### src/hw/rtl/fen_pkg.sv
// ----------------------------------------------------------------------------
// fen_pkg: shared types and constants of the flood-echo node
// Request codes, register indexes, the command passed from the front end to
// the back end, and the result word.
// ----------------------------------------------------------------------------
package fen_pkg;

    // Field widths fixed by the message format.
    localparam int NODE_W = 4;
    localparam int CNT_W  = 5;
    localparam int DATA_W = 16;
    localparam int MAP_W  = 16;

    // Sequencer index: holds node numbers up to the largest count plus two.
    localparam int IDX_W = CNT_W + 1;

    // Depth of the command queue between front and back end.
    localparam int CMDQ_DEPTH = 4;
    localparam int CMDQ_PTR_W = $clog2(CMDQ_DEPTH);

    // Configuration register indexes.
    localparam logic REG_NODE_ID    = 1'b0;
    localparam logic REG_NODE_COUNT = 1'b1;

    // Request kinds and message tags.
    localparam logic REQ_START = 1'b0;
    localparam logic REQ_MSG   = 1'b1;
    localparam logic TAG_FLOOD = 1'b0;
    localparam logic TAG_ECHO  = 1'b1;

    // Echo payloads.
    localparam logic [DATA_W-1:0] ECHO_ACK   = 16'd0;
    localparam logic [DATA_W-1:0] ECHO_CHILD = 16'd1;

    typedef enum logic [1:0] {
        PH_IDLE,
        PH_RUN,
        PH_DONE
    } fen_phase_t;

    typedef enum logic [1:0] {
        BS_FIRST,
        BS_FAN,
        BS_TAIL
    } fen_bst_t;

    // One classified request: everything the back end needs to produce its
    // results without looking at the node state again.
    typedef struct packed {
        logic              fan;       // flood the data to all nodes but ex_a, ex_b
        logic [NODE_W-1:0] ex_a;
        logic [NODE_W-1:0] ex_b;
        logic [CNT_W-1:0]  cnt;       // effective node count
        logic [DATA_W-1:0] data;
        logic              ack;       // answer a late flood with an ack
        logic [NODE_W-1:0] ack_dest;
        logic              fin;       // send the closing echo to the parent
        logic [NODE_W-1:0] parent;
        logic              done;
        logic [MAP_W-1:0]  children;
    } fen_cmd_t;

    typedef struct packed {
        logic              send_valid;
        logic [NODE_W-1:0] dest;
        logic              out_tag;
        logic [DATA_W-1:0] out_value;
        logic              done_res;
        logic [MAP_W-1:0]  children;
        logic              last;
    } fen_res_t;

endpackage

### src/hw/rtl/flood_echo_node.sv
// ----------------------------------------------------------------------------
// flood_echo_node: one node of the flood-echo spanning-tree protocol
// Front end classifies requests and keeps the node state, a command queue
// decouples it from the back end, which sequences the outgoing results.
// ----------------------------------------------------------------------------
// A user of this block should know the following first. Requests enter through
// a queue-style port (push/full) and results leave through another (empty/pop);
// each result carries a last flag that marks the final result of its request,
// and a request that sends nothing, unless ignored, still gives one result with
// send_valid low. The front end takes one request per clock while the
// four-entry command queue has room, so received echoes and acks stream at one
// request per cycle. The back end writes one result per cycle into the output
// register while it is drained, so the result count sets the rate: a start at
// the root or the first flood at a non-root node gives one result per forwarded
// flood (node_count - 1 at the root; at a non-root node, node_count less this
// node and the parent where they lie inside the graph, so up to node_count) plus
// one for the echo to the parent when the count runs out at once. A late flood
// that brings the count of a non-root node to zero gives two results, the ack
// and the echo to the parent; every other request gives a single result. A
// request's first result passes through the command queue and the output
// register before it reaches the result port; while the back end is busy, up to
// four commands wait in the queue before full rises. Requests that the protocol
// ignores are accepted and give no result. The user must write node_id and
// node_count through the cfg port only while the node is idle; the block does
// not enforce it. node_count is used clamped to the range two to MAX_NODES, and
// never above sixteen, the most nodes that a four-bit node number can address.
// ----------------------------------------------------------------------------
module flood_echo_node
    import fen_pkg::*;
#(
    parameter int MAX_NODES = 16
)
(
    input  logic              clk,
    input  logic              rst_n,

    // Configuration write port.
    input  logic              cfg_we,
    input  logic              cfg_idx,
    input  logic [CNT_W-1:0]  cfg_data,

    // Request side.
    input  logic              push,
    output logic              full,
    input  logic              req_type,
    input  logic [NODE_W-1:0] src,
    input  logic              tag,
    input  logic [DATA_W-1:0] value,

    // Result side.
    output logic              empty,
    input  logic              pop,
    output logic              send_valid,
    output logic [NODE_W-1:0] dest,
    output logic              out_tag,
    output logic [DATA_W-1:0] out_value,
    output logic              done_res,
    output logic [MAP_W-1:0]  children,
    output logic              last
);

    logic     acc;
    logic     q_full;
    logic     cmd_push;
    fen_cmd_t cmd;
    fen_cmd_t head;
    logic     head_valid;
    logic     cmd_pop;
    logic     res_valid;
    logic     res_pop;
    fen_res_t res;

    // A request is taken whenever the command queue has a free slot; the
    // front end decides on its own whether it produces a command.
    assign full = q_full;
    assign acc  = push && !q_full;

    fen_front #(
        .MAX_NODES (MAX_NODES)
    ) u_front (
        .clk      (clk),
        .rst_n    (rst_n),
        .cfg_we   (cfg_we),
        .cfg_idx  (cfg_idx),
        .cfg_data (cfg_data),
        .acc      (acc),
        .req_type (req_type),
        .src      (src),
        .tag      (tag),
        .value    (value),
        .cmd_push (cmd_push),
        .cmd      (cmd)
    );

    fen_cmd_fifo u_cmdq (
        .clk     (clk),
        .rst_n   (rst_n),
        .wr_en   (cmd_push),
        .wr_data (cmd),
        .rd_en   (cmd_pop),
        .rd_data (head),
        .full    (q_full),
        .avail   (head_valid)
    );

    // The output register frees up in the same cycle it is popped, so the
    // back end can refill it back to back.
    assign res_pop = pop && res_valid;

    fen_back u_back (
        .clk        (clk),
        .rst_n      (rst_n),
        .head_valid (head_valid),
        .head       (head),
        .cmd_pop    (cmd_pop),
        .res_pop    (res_pop),
        .res_valid  (res_valid),
        .res        (res)
    );

    assign empty      = !res_valid;
    assign send_valid = res.send_valid;
    assign dest       = res.dest;
    assign out_tag    = res.out_tag;
    assign out_value  = res.out_value;
    assign done_res   = res.done_res;
    assign children   = res.children;
    assign last       = res.last;

endmodule

### src/hw/rtl/fen_front.sv
// ----------------------------------------------------------------------------
// fen_front: request classifier and protocol state
// Holds the configuration and the node state, updates it for each accepted
// request and issues one command for every request that yields results.
// ----------------------------------------------------------------------------
module fen_front
    import fen_pkg::*;
#(
    parameter int MAX_NODES = 16
)
(
    input  logic              clk,
    input  logic              rst_n,
    input  logic              cfg_we,
    input  logic              cfg_idx,
    input  logic [CNT_W-1:0]  cfg_data,
    input  logic              acc,
    input  logic              req_type,
    input  logic [NODE_W-1:0] src,
    input  logic              tag,
    input  logic [DATA_W-1:0] value,
    output logic              cmd_push,
    output fen_cmd_t          cmd
);

    // Node numbers are NODE_W bits wide, so the graph never grows past the
    // nodes that such a number can address.
    localparam int N_TOP  = (MAX_NODES < (1 << NODE_W)) ? MAX_NODES : (1 << NODE_W);
    localparam int PEND_W = $clog2(2 * N_TOP - 1);

    logic [NODE_W-1:0] node_id_reg;
    logic [CNT_W-1:0]  node_count_reg;
    fen_phase_t        phase_reg, phase_next;
    logic [NODE_W-1:0] parent_reg, parent_next;
    logic [PEND_W-1:0] pend_reg, pend_next;
    logic [MAP_W-1:0]  child_map_reg, child_map_next;

    logic [CNT_W-1:0]  n_eff;
    logic              is_root;
    logic [PEND_W-1:0] pend_full;
    logic [PEND_W-1:0] pend_fwd;
    logic [PEND_W-1:0] pend_take1;
    logic [PEND_W-1:0] pend_take2;

    assign n_eff = (node_count_reg < CNT_W'(2)) ? CNT_W'(2) :
                   (int'(node_count_reg) > N_TOP) ? CNT_W'(N_TOP) : node_count_reg;
    assign is_root    = (node_id_reg == '0);
    assign pend_full  = PEND_W'(2 * (int'(n_eff) - 1));
    assign pend_fwd   = PEND_W'(2 * int'(n_eff) - 4);
    assign pend_take1 = (pend_reg > PEND_W'(1)) ? pend_reg - PEND_W'(1) : '0;
    assign pend_take2 = (pend_reg > PEND_W'(2)) ? pend_reg - PEND_W'(2) : '0;

    always_ff @(posedge clk or negedge rst_n)
    begin
        if (!rst_n)
        begin
            node_id_reg    <= '0;
            node_count_reg <= CNT_W'(2);
            phase_reg      <= PH_IDLE;
            parent_reg     <= '0;
            pend_reg       <= '0;
            child_map_reg  <= '0;
        end
        else
        begin
            if (cfg_we)
            begin
                case (cfg_idx)
                    REG_NODE_ID:    node_id_reg    <= cfg_data[NODE_W-1:0];
                    REG_NODE_COUNT: node_count_reg <= cfg_data;
                    default:        ;
                endcase
            end
            phase_reg     <= phase_next;
            parent_reg    <= parent_next;
            pend_reg      <= pend_next;
            child_map_reg <= child_map_next;
        end
    end

    always_comb
    begin
        phase_next     = phase_reg;
        parent_next    = parent_reg;
        pend_next      = pend_reg;
        child_map_next = child_map_reg;
        cmd_push       = 1'b0;

        cmd          = '0;
        cmd.ex_a     = node_id_reg;
        cmd.ex_b     = node_id_reg;
        cmd.cnt      = n_eff;
        cmd.data     = value;
        cmd.ack_dest = src;
        cmd.parent   = parent_reg;
        cmd.children = child_map_reg;

        if (acc && phase_reg != PH_DONE)
        begin
            if (req_type == REQ_START)
            begin
                // Only an idle root starts the flood.
                if (is_root && phase_reg == PH_IDLE)
                begin
                    cmd.fan    = 1'b1;
                    cmd_push   = 1'b1;
                    pend_next  = pend_full;
                    phase_next = PH_RUN;
                end
            end
            else if (phase_reg == PH_IDLE)
            begin
                // The first flood at a non-root node picks the parent.
                if (!is_root && tag == TAG_FLOOD)
                begin
                    cmd.fan     = 1'b1;
                    cmd.ex_b    = src;
                    cmd.parent  = src;
                    cmd_push    = 1'b1;
                    parent_next = src;
                    pend_next   = pend_fwd;
                    if (pend_fwd == '0)
                    begin
                        cmd.fin    = 1'b1;
                        cmd.done   = 1'b1;
                        phase_next = PH_DONE;
                    end
                    else
                    begin
                        phase_next = PH_RUN;
                    end
                end
            end
            else
            begin
                cmd_push = 1'b1;
                if (tag == TAG_ECHO)
                begin
                    if (value == ECHO_CHILD)
                    begin
                        child_map_next = child_map_reg | (MAP_W'(1) << src);
                        pend_next      = pend_take2;
                    end
                    else
                    begin
                        pend_next = pend_take1;
                    end
                end
                else
                begin
                    cmd.ack   = 1'b1;
                    pend_next = pend_take1;
                end
                cmd.children = child_map_next;
                if (pend_next == '0)
                begin
                    cmd.fin    = !is_root;
                    cmd.done   = 1'b1;
                    phase_next = PH_DONE;
                end
            end
        end
    end

endmodule

### src/hw/rtl/fen_cmd_fifo.sv
// ----------------------------------------------------------------------------
// fen_cmd_fifo: command queue between front and back end
// A small first-word-fall-through queue of classified requests.
// ----------------------------------------------------------------------------
module fen_cmd_fifo
    import fen_pkg::*;
(
    input  logic     clk,
    input  logic     rst_n,
    input  logic     wr_en,
    input  fen_cmd_t wr_data,
    input  logic     rd_en,
    output fen_cmd_t rd_data,
    output logic     full,
    output logic     avail
);

    localparam int CNT_BITS = $clog2(CMDQ_DEPTH + 1);

    fen_cmd_t              mem [CMDQ_DEPTH];
    logic [CMDQ_PTR_W-1:0] wr_ptr_reg;
    logic [CMDQ_PTR_W-1:0] rd_ptr_reg;
    logic [CNT_BITS-1:0]   count_reg;
    logic                  do_wr;
    logic                  do_rd;

    assign full    = (count_reg == CNT_BITS'(CMDQ_DEPTH));
    assign avail   = (count_reg != '0);
    assign do_wr   = wr_en && !full;
    assign do_rd   = rd_en && avail;
    assign rd_data = mem[rd_ptr_reg];

    always_ff @(posedge clk)
    begin
        if (do_wr)
        begin
            mem[wr_ptr_reg] <= wr_data;
        end
    end

    always_ff @(posedge clk or negedge rst_n)
    begin
        if (!rst_n)
        begin
            wr_ptr_reg <= '0;
            rd_ptr_reg <= '0;
            count_reg  <= '0;
        end
        else
        begin
            if (do_wr)
            begin
                wr_ptr_reg <= wr_ptr_reg + CMDQ_PTR_W'(1);
            end
            if (do_rd)
            begin
                rd_ptr_reg <= rd_ptr_reg + CMDQ_PTR_W'(1);
            end
            if (do_wr && !do_rd)
            begin
                count_reg <= count_reg + CNT_BITS'(1);
            end
            else if (do_rd && !do_wr)
            begin
                count_reg <= count_reg - CNT_BITS'(1);
            end
        end
    end

endmodule

### src/hw/rtl/fen_back.sv
// ----------------------------------------------------------------------------
// fen_back: result sequencer
// Expands each command into its results, one per cycle while the output
// register is free or popped; the consumer drains that register.
// ----------------------------------------------------------------------------
module fen_back
    import fen_pkg::*;
(
    input  logic     clk,
    input  logic     rst_n,
    input  logic     head_valid,
    input  fen_cmd_t head,
    output logic     cmd_pop,
    input  logic     res_pop,
    output logic     res_valid,
    output fen_res_t res
);

    fen_bst_t         state_reg, state_next;
    logic [IDX_W-1:0] idx_reg, idx_next;
    logic             out_valid_reg;
    fen_res_t         res_reg;
    fen_res_t         res_next;
    logic             emit;
    logic             go;
    logic [IDX_W-1:0] cnt_ext;
    logic [IDX_W-1:0] first_i;
    logic [IDX_W-1:0] first_nx;
    logic [IDX_W-1:0] fan_nx;

    // Smallest index at or above start that is neither excluded node. Two
    // exclusions can hide at most two neighbors, so three candidates suffice.
    function automatic logic [IDX_W-1:0] next_free(
        input logic [IDX_W-1:0]  start,
        input logic [NODE_W-1:0] a,
        input logic [NODE_W-1:0] b
    );
        logic [IDX_W-1:0] ea;
        logic [IDX_W-1:0] eb;
        logic [IDX_W-1:0] s1;
        logic [IDX_W-1:0] s2;
        ea = IDX_W'(a);
        eb = IDX_W'(b);
        s1 = start + IDX_W'(1);
        s2 = start + IDX_W'(2);
        if (start != ea && start != eb)
            return start;
        else if (s1 != ea && s1 != eb)
            return s1;
        else
            return s2;
    endfunction

    assign go       = head_valid && (!out_valid_reg || res_pop);
    assign cnt_ext  = IDX_W'(head.cnt);
    assign first_i  = next_free('0, head.ex_a, head.ex_b);
    assign first_nx = next_free(first_i + IDX_W'(1), head.ex_a, head.ex_b);
    assign fan_nx   = next_free(idx_reg + IDX_W'(1), head.ex_a, head.ex_b);

    assign res_valid = out_valid_reg;
    assign res       = res_reg;

    always_ff @(posedge clk or negedge rst_n)
    begin
        if (!rst_n)
        begin
            state_reg     <= BS_FIRST;
            idx_reg       <= '0;
            out_valid_reg <= 1'b0;
        end
        else
        begin
            state_reg <= state_next;
            idx_reg   <= idx_next;
            if (emit)
            begin
                out_valid_reg <= 1'b1;
            end
            else if (res_pop)
            begin
                out_valid_reg <= 1'b0;
            end
        end
    end

    always_ff @(posedge clk)
    begin
        if (emit)
        begin
            res_reg <= res_next;
        end
    end

    always_comb
    begin
        state_next = state_reg;
        idx_next   = idx_reg;
        emit       = 1'b0;
        cmd_pop    = 1'b0;

        res_next          = '0;
        res_next.done_res = head.done;
        res_next.children = head.children;

        case (state_reg)
            BS_FIRST:
            begin
                if (go)
                begin
                    emit = 1'b1;
                    if (head.fan && first_i < cnt_ext)
                    begin
                        res_next.send_valid = 1'b1;
                        res_next.dest       = first_i[NODE_W-1:0];
                        res_next.out_tag    = TAG_FLOOD;
                        res_next.out_value  = head.data;
                        if (first_nx < cnt_ext)
                        begin
                            state_next = BS_FAN;
                            idx_next   = first_nx;
                        end
                        else if (head.fin)
                        begin
                            state_next = BS_TAIL;
                        end
                        else
                        begin
                            res_next.last = 1'b1;
                            cmd_pop       = 1'b1;
                        end
                    end
                    else if (head.ack)
                    begin
                        res_next.send_valid = 1'b1;
                        res_next.dest       = head.ack_dest;
                        res_next.out_tag    = TAG_ECHO;
                        res_next.out_value  = ECHO_ACK;
                        if (head.fin)
                        begin
                            state_next = BS_TAIL;
                        end
                        else
                        begin
                            res_next.last = 1'b1;
                            cmd_pop       = 1'b1;
                        end
                    end
                    else if (head.fin)
                    begin
                        res_next.send_valid = 1'b1;
                        res_next.dest       = head.parent;
                        res_next.out_tag    = TAG_ECHO;
                        res_next.out_value  = ECHO_CHILD;
                        res_next.last       = 1'b1;
                        cmd_pop             = 1'b1;
                    end
                    else
                    begin
                        // Nothing to send: a single empty result.
                        res_next.last = 1'b1;
                        cmd_pop       = 1'b1;
                    end
                end
            end

            BS_FAN:
            begin
                if (go)
                begin
                    emit                = 1'b1;
                    res_next.send_valid = 1'b1;
                    res_next.dest       = idx_reg[NODE_W-1:0];
                    res_next.out_tag    = TAG_FLOOD;
                    res_next.out_value  = head.data;
                    if (fan_nx < cnt_ext)
                    begin
                        idx_next = fan_nx;
                    end
                    else if (head.fin)
                    begin
                        state_next = BS_TAIL;
                    end
                    else
                    begin
                        res_next.last = 1'b1;
                        cmd_pop       = 1'b1;
                        state_next    = BS_FIRST;
                    end
                end
            end

            BS_TAIL:
            begin
                if (go)
                begin
                    emit                = 1'b1;
                    res_next.send_valid = 1'b1;
                    res_next.dest       = head.parent;
                    res_next.out_tag    = TAG_ECHO;
                    res_next.out_value  = ECHO_CHILD;
                    res_next.last       = 1'b1;
                    cmd_pop             = 1'b1;
                    state_next          = BS_FIRST;
                end
            end

            default:
            begin
                state_next = BS_FIRST;
            end
        endcase
    end

endmodule

### config.mk
export PLATFORM = sky130hd
export DESIGN_NAME = flood_echo_node
export DESIGN_NICKNAME = d
export VERILOG_FILES = /design/src/hw/rtl/fen_pkg.sv /design/src/hw/rtl/flood_echo_node.sv /design/src/hw/rtl/fen_front.sv /design/src/hw/rtl/fen_cmd_fifo.sv /design/src/hw/rtl/fen_back.sv
export SDC_FILE = /design/constraint.sdc
export NUM_CORES = 1
export LEC_CHECK = 0
export BUFFER_PORTS_ARGS = -buffer_cell sky130_fd_sc_hd__buf_2
export CELL_PAD_IN_SITES_DETAIL_PLACEMENT = 1
export CELL_PAD_IN_SITES_GLOBAL_PLACEMENT = 2
export CORE_AREA = 2 2 192 194
export CTS_CLUSTER_DIAMETER = 80
export DETAILED_ROUTE_END_ITERATION = 6
export DIE_AREA = 0 0 194 196
export PLACE_DENSITY_LB_ADDON = 0.25
export REMOVE_ABC_BUFFERS = 1
export SLEW_MARGIN = 20
export SYNTH_ARGS = -nofsm -noshare
export SYNTH_HDL_FRONTEND = slang
export SYNTH_HIERARCHICAL = 1
export SYNTH_SLANG_ARGS = --single-unit
export TNS_END_PERCENT = 30
### constraint.sdc
create_clock -name clk -period 5.1 [get_ports clk]
set_input_delay 0.51 -clock clk [delete_from_list [all_inputs] [get_ports clk]]
set_output_delay 0.51 -clock clk [all_outputs]
set_load 0.02 [all_outputs]
==> metrics.txt, run 1 <==
total track usage 18.2%; Post-synth ARST share between 10% and 20%; overall power 10.8 mW; Final Cycle Share 106%; CTS Buf Count 36; htree depth 2; clock skew after layout roughly 0.027 ns; Post-synth EDFFs 268; Max Cap Viol 0; Max FO, Critical Path 5; Max Freq between 150 and 200 MHz; register area share after synthesis between 60% and 70%; Layout Nets between 1000 and 1500; Crit path largest cell delay 0.53 ns; routed length per instance 21.8 microns; syn_area_per_cell 16.1 sq um; first-iteration detailed-routing DRC count between 400 and 500; Skew-Pair Late Insertion Delay 0.54 ns; peak supply drop roughly 0.30 mV; main area contributors after synthesis edfxtp_1 (55%), mux4_2 (8.8%), dfrtp_1 (8.8%); Multi-input gate area 4950 sq um; Syn Inst Count about 910; Yosys reg bits 320; HP Class input pin to asynchronous set/reset pin; most common cell in the netlist edfxtp_1; Post-Route WL between 30 and 40 mm; Final Max Slew Viols 0; Yosys warnings 6; 1st-pass router iterations 4; layout overhead on the synthesized area 20.5%; Die ar. 38000 sq um; startpoint types register; Final Setup Violations 3; dominant synthesized flop cell edfxtp_1; initial antenna violation count 1; CTS tree yes; # IOs 75; drt drc 0; most common library cells after synthesis edfxtp_1 (268), mux4_2 (57), dfrtp_1 (51), nor2_1 (41), nand2_1 (39); Setup WS post-layout -0.302 ns; unrepaired setup endpoints after global routing yes; GRT overflow 0; PortBufs between 70 and 80; clock sink count 320; violated checks setup timing; run status finished, violations left; Die H 196 microns; HPWL after detailed placement 21.9 mm; final number of hold-violating endpoints 0; CTS clk-pin slew, worst paths 0.06 ns; fraction of layout instances using a drive strength above 1 38.8%; Data required, critical path around 5.5 ns; Filler Cell Count 3496; routed via count roughly 8400; Seq. cell area roughly 9400 sq um; final worst path period need 5.40 ns; slowest CP cell or4b_4; worst-margin pin slew approximately 0.99 ns; Die X ~190 microns; max reg flops 228; Lkg Pwr 6.56 nW; placed cell count 1454; largest net degree at the start of global routing 53; CP arrival 5.81 ns; Yosys top cell area share between 50% and 60%; CP endpoint kind register; cell mode on critical path nand2_2; critical path class register to register; synthesized area 14500 sq um; Via density 5.36; CTS max path bufs 3; Slew Limit Headroom 33.9%; Final Instance Count excl. Fillers 1557; CTS root buffer clkbuf_16; row cnt 70; first-pass GRT wire length 53.5 mm; Initial Utilization roughly 40%; post-route ant nets 0; power per cell area 619 nW/um^2; routability cong. 0.783; vias in the first global route 9112; Synth cell types 94; core area 36100 sq um; largest area contributor in the netlist edfxtp_1
## critical path, delay by kind of cell (launching register included)
| family | cells | cell delay [ns] |
|---|---|---|
| buffers and inverters | 6 | 0.77 |
| DFF | 1 | 0.50 |
| muxes | 2 | 0.74 |
| and+or+nand+nor | 6 | 1.07 |
| adders and majority gates | 4 | 1.06 |
| AOI/OAI and AO/OA | 9 | 1.15 |
## where the power goes
part / switching [mW] / leakage, nW / internal (mW) / total [mW]
registers: 0.242 / 3.16 / 3.41 / 3.65
logic: 2.52 / 2.84 / 2.17 / 4.68
clock network: 1.03 / 0.561 / 1.49 / 2.52
total: 3.78 / 6.56 / 7.06 / 10.8
## through the flow
stage               utilization [%]  cell area (sq um)  hold slack (ns)  setup slack, ns  TNS [ns]
finish                         48.5              17500            0.162           -0.302    -0.804
global route                   48.5              17500            0.206           -0.571     -1.88
CTS                            48.0              17300            0.169           -0.156    -0.306
detailed placement             43.5              15700            0.456           -0.340    -0.675
global placement               43.5              15700            0.450           -0.212    -0.415
floorplan                         -              14100            0.214            -2.51    -37.91
## final cells by class
cell class                 count  share of cell area (%)
sequential                   320                    53.4
multi-input combinational    485                    28.3
tap                          468                    3.34
antenna                        1                  0.0143
clock buffer                  52                    5.77
clock inverter                14                   0.850
inverter                      29                   0.621
timing repair buffer         188                    7.72
## routing by layer
| layer | up-vias | GRT usage (%) | wire [microns] |
|---|---|---|---|
| li1 | 3829 | - | - |
| met1 | 4330 | 22.9 | 14600 |
| met2 | 125 | 32.2 | 17300 |
| met3 | 69 | 2.49 | 995 |
| met4 | 0 | 6.45 | 1020 |
| met5 | - | 0 | 0 |
## kinds of logic after synthesis
group	share of synthesized area, %
AND/OR/NAND/NOR	7.93
multiplexers	11.4
buffers and inverters	3.82
AO/OA/AOI/OAI	7.42
flip-flops	64.3
XOR/XNOR	2.61
adder cells (fa/ha/maj)	2.55
## cell usage in the layout (no fill, tap or decap), types with 7 or more instances in the layout
| master | n |
|---|---|
| xor2_1 | 7 |
| a41o_1 | 8 |
| buf_2 | 75 |
| buf_6 | 17 |
| and2_1 | 22 |
| nand2b_1 | 11 |
| clkbuf_16 | 36 |
| buf_4 | 90 |
| nand2_1 | 35 |
| a31o_2 | 25 |
| mux4_2 | 57 |
| clkinv_1 | 7 |
| xnor2_1 | 14 |
| nor3_1 | 11 |
| mux2_2 | 23 |
| edfxtp_1 | 268 |
| a22oi_1 | 7 |
| a21oi_1 | 12 |
| inv_1 | 25 |
| nor2b_1 | 16 |
| dfrtp_1 | 49 |
| nor2_1 | 38 |
| ha_1 | 24 |
| clkbuf_1 | 11 |
## worst paths after layout
check	from	end	slack [ns]	cells past startpoint
hold / removal	rst_n	u_front/parent_reg[0]$_DFFE_PN0P_	0.16	2
hold reg to reg	u_front/child_map_reg[15]$_DFFE_PN0P_	u_front/child_map_reg[15]$_DFFE_PN0P_	0.47	1
max in group asynchronous	rst_n	u_cmdq/rd_ptr_reg[0]$_DFFE_PN0P_	4.33	2
setup reg to reg	u_cmdq/rd_ptr_reg[0]$_DFFE_PN0P_	u_cmdq/count_reg[1]$_DFFE_PN0P_	-0.30	27
setup / recovery	u_cmdq/rd_ptr_reg[0]$_DFFE_PN0P_	u_cmdq/count_reg[1]$_DFFE_PN0P_	-0.30	27
min in group clk	value[14]	u_cmdq/mem[0][41]$_DFFE_PP_	0.21	1
## what timing repair did
action | 4_1_cts | 5_1_grt
gates cloned | 1 | 0
pin swaps | 27 | 32
setup buffers | 29 | 8
hold buffers | 0 | 0
setup endpoints to repair | 3 | 7
gates resized for setup | 49 | 28
(Power assumes the default switching activity.)
==> run 2: changes to the inputs <==
--- a/config.mk
+++ b/config.mk
@@ -8,10 +8,10 @@
 export BUFFER_PORTS_ARGS = -buffer_cell sky130_fd_sc_hd__buf_2
 export CELL_PAD_IN_SITES_DETAIL_PLACEMENT = 1
 export CELL_PAD_IN_SITES_GLOBAL_PLACEMENT = 2
-export CORE_AREA = 2 2 192 194
+export CORE_AREA = 2 2 214 174
 export CTS_CLUSTER_DIAMETER = 80
 export DETAILED_ROUTE_END_ITERATION = 6
-export DIE_AREA = 0 0 194 196
+export DIE_AREA = 0 0 216 176
 export PLACE_DENSITY_LB_ADDON = 0.25
 export REMOVE_ABC_BUFFERS = 1
 export SLEW_MARGIN = 20
==> run 2 against run 1 <==
The run still ends with setup timing left. Final area shrank 1.6%. Hold slack better by 0.056 ns. Setup slack improved by 0.035 ns. Wire length fell by 1.4%. Critical path depth fell by 1. Critical path type unchanged. Clock power fell by 6%. Via count is 2.3% lower. First-iteration DRC count grew 14%.
==> metrics.txt, run 2 (synthesis gave the netlist of run 1 again) <==
Final Cycle Share 105% (was 106%); cell area after layout 17200 sq um (was 17500 sq um); reg2reg setup slack -0.27 ns (was -0.30 ns); Max Cap Viol 0 (unchanged); Die ar. 38000 sq um (about the same); Area after DPL 15700 sq um (about the same); Data required, critical path 5.50 ns (was 5.51 ns); CTS tree yes (unchanged); overall power 10.7 mW (was 10.8 mW); 1st-pass router iterations 4 (unchanged); fin util 48.3% (was 48.5%); Setup WS post-layout -0.267 ns (was -0.302 ns); startpoint types register (unchanged); Die H 176 microns (was 196 microns); fraction of layout instances using a drive strength above 1 36.8% (was 38.8%); drt drc 0 (unchanged); htree depth 2 (unchanged); worst-margin pin slew 0.928 ns (was 0.990 ns); Via density 5.30 (was 5.36); clock sink count 320 (unchanged); Final Max Slew Viols 0 (unchanged); CP arrival 5.77 ns (was 5.81 ns); Die X 216 microns (was 194 microns); Final Setup Violations 3 (unchanged); peak supply drop 0.243 mV (was 0.304 mV); run status finished, violations left (unchanged); Clk pwr share 22.2% (was 23.2%); Skew-Pair Late Insertion Delay 0.52 ns (was 0.54 ns); hold depth 1; Worst Hold Launch value[0]; Initial Utilization 40.8% (was 40.3%); Crit path largest cell delay 0.49 ns (was 0.53 ns); row cnt 62 (was 70); violated checks setup timing (unchanged); critical path class register to register (unchanged); Ant. Diodes 0 (was 1); PortBufs 74 (unchanged); Post-Route WL 33.4 mm (was 33.9 mm); Lkg Pwr 6.41 nW (was 6.56 nW); CTS max path bufs 3 (unchanged); CP endpoint kind register (unchanged); first-pass GRT wire length 52.4 mm (was 53.5 mm); Flop pwr share 34.3% (was 33.6%); routability cong. 0.838 (was 0.783); initial antenna violation count 0 (was 1); routed length per instance 21.7 microns (was 21.8 microns); CTS clk-pin slew, worst paths 0.06 ns (about the same); Worst R2R Path Depth 26 (was 27); slowest CP cell dfrtp_4 (was or4b_4); CTS root buffer clkbuf_16 (unchanged); cell-internal power 6.94 mW (was 7.06 mW); Net Switching 3.73 mW (was 3.78 mW); switching share of total power 35.0% (was 34.9%); post-route ant nets 0 (unchanged); Layout Nets 1097 (was 1122); routed via count 8159 (was 8353); clock skew after layout 0.0271 ns (was 0.0274 ns); total track usage 17.8% (was 18.2%); DP Worst Slack -0.328 ns (was -0.340 ns); layout overhead on the synthesized area 18.5% (was 20.5%); vias in the first global route 8865 (was 9112); most frequent cells in the layout edfxtp_1 (268), buf_2 (75), buf_4 (75) (was edfxtp_1 (268), buf_4 (90), buf_2 (75)); largest net degree at the start of global routing 51 (was 53); max reg flops 228 (unchanged); core area 35700 sq um (was 36100 sq um); commonest non-fill, non-tap cell in the layout edfxtp_1 (unchanged); Hold Path Sink u_cmdq/mem[0][27]$_DFFE_PP_; HPWL after detailed placement 21.6 mm (was 21.9 mm); first-iteration detailed-routing DRC count 495 (was 433); Slew Limit Headroom 37.6% (was 33.9%); CTS Buf Count 34 (was 36); Max Freq 186 MHz (was 185 MHz); final worst path period need 5.37 ns (was 5.40 ns); # IOs 75 (unchanged); reg-to-reg endpoint u_cmdq/count_reg[1]$_DFFE_PN0P_ (unchanged); Max FO, Critical Path 5 (unchanged); power per cell area 619 nW/um^2 (about the same); unrepaired setup endpoints after global routing yes (unchanged); cell mode on critical path ha_4 (was nand2_2); final number of hold-violating endpoints 0 (unchanged); GRT overflow 0 (unchanged); combinational power share 43.5% (was 43.2%); HP Class input pin to register (was input pin to asynchronous set/reset pin); RR Startpoint u_cmdq/rd_ptr_reg[0]$_DFFE_PN0P_ (unchanged)
==> run 2: changes by cell type in the layout (fill, tap and decap cells not counted), moves of 3 or more <==
| cell | change |
|---|---|
| a21oi_1 | +4 |
| a21oi_2 | -4 |
| buf_4 | -15 |
| buf_6 | -11 |
| clkbuf_1 | -3 |
| clkinv_1 | -3 |
| xnor2_2 | -3 |
==> run 2: timing repair <==
| item | in CTS | in global routing |
|---|---|---|
| setup endpoints to repair | 3 | 7 |
| hold endpoints to repair | 8 | 0 |
| resized for setup | 27 | 29 |
| hold buffers | 1 | 0 |
| gates cloned | 0 | 1 |
| buffers inserted | 12 | 7 |
| pin swaps | 15 | 24 |
==> run 2: power by group through the flow <==
stage / Clock (mW) / Combinational (mW) / Sequential, mW
floorplan: 0 / 2.29 / 4.03
global placement: 0 / 4.04 / 3.71
detailed placement: 0 / 4.09 / 3.73
CTS: 2.42 / 4.40 / 3.67
global route: 2.52 / 5.06 / 3.72
finish: 2.37 / 4.64 / 3.66
==> run 2: worst max path at each step <==
stage | cells past startpoint | startpoint | slack (ns) | endpoint
2_1_floorplan | 23 | u_cmdq/rd_ptr_reg[0]$_DFFE_PN0P_ | -2.51 | u_cmdq/count_reg[1]$_DFFE_PN0P_
3_3_place_gp | 24 | u_cmdq/rd_ptr_reg[0]$_DFFE_PN0P_ | -0.23 | u_cmdq/count_reg[2]$_DFFE_PN0P_
3_5_place_dp | 23 | u_cmdq/rd_ptr_reg[0]$_DFFE_PN0P_ | -0.33 | u_cmdq/count_reg[1]$_DFFE_PN0P_
4_1_cts | 25 | u_cmdq/rd_ptr_reg[0]$_DFFE_PN0P_ | -0.27 | u_cmdq/count_reg[1]$_DFFE_PN0P_
5_1_grt | 27 | u_cmdq/rd_ptr_reg[0]$_DFFE_PN0P_ | -0.54 | u_cmdq/count_reg[1]$_DFFE_PN0P_
6_report | 26 | u_cmdq/rd_ptr_reg[0]$_DFFE_PN0P_ | -0.27 | u_cmdq/count_reg[1]$_DFFE_PN0P_
==> run 2: routing by layer <==
| layer | vias to the layer above | wire length (microns) | track usage [%] |
|---|---|---|---|
| met5 | - | 0 | 0 |
| met4 | 0 | 436 | 3.51 |
| met3 | 37 | 1130 | 2.19 |
| met2 | 116 | 16000 | 29.2 |
| met1 | 4229 | 15900 | 25.9 |
| li1 | 3777 | - | - |
==> run 2: worst max-delay path: cells and delay by family, from the launching register on <==
kind	cells	cell delay (ns)
AO/OA/AOI/OAI	10	1.47
adder cells (fa/ha/maj)	4	1.22
AND/OR/NAND/NOR	6	0.86
multiplexers	2	0.74
flip-flops	1	0.49
buffers and inverters	4	0.47
==> run 2: final cells by class <==
cell class | count | area, sq um
well taps | 480 | 601
clock inverters | 12 | 109
clock buffers | 47 | 961
repair buffers | 165 | 1170
fillers | 3528 | 18500
inverters | 29 | 109
flip-flops and latches | 320 | 9360
multi-input cells | 485 | 4930
==> run 2: through the flow <==
stage	hold WS (ns)	std cells	setup TNS, ns
CTS	0.197	1530	-0.625
detailed placement	0.420	1458	-0.646
global route	0.210	1538	-1.71
global placement	0.419	1458	-0.445
finish	0.217	1538	-0.662
floorplan	0.214	834	-37.91
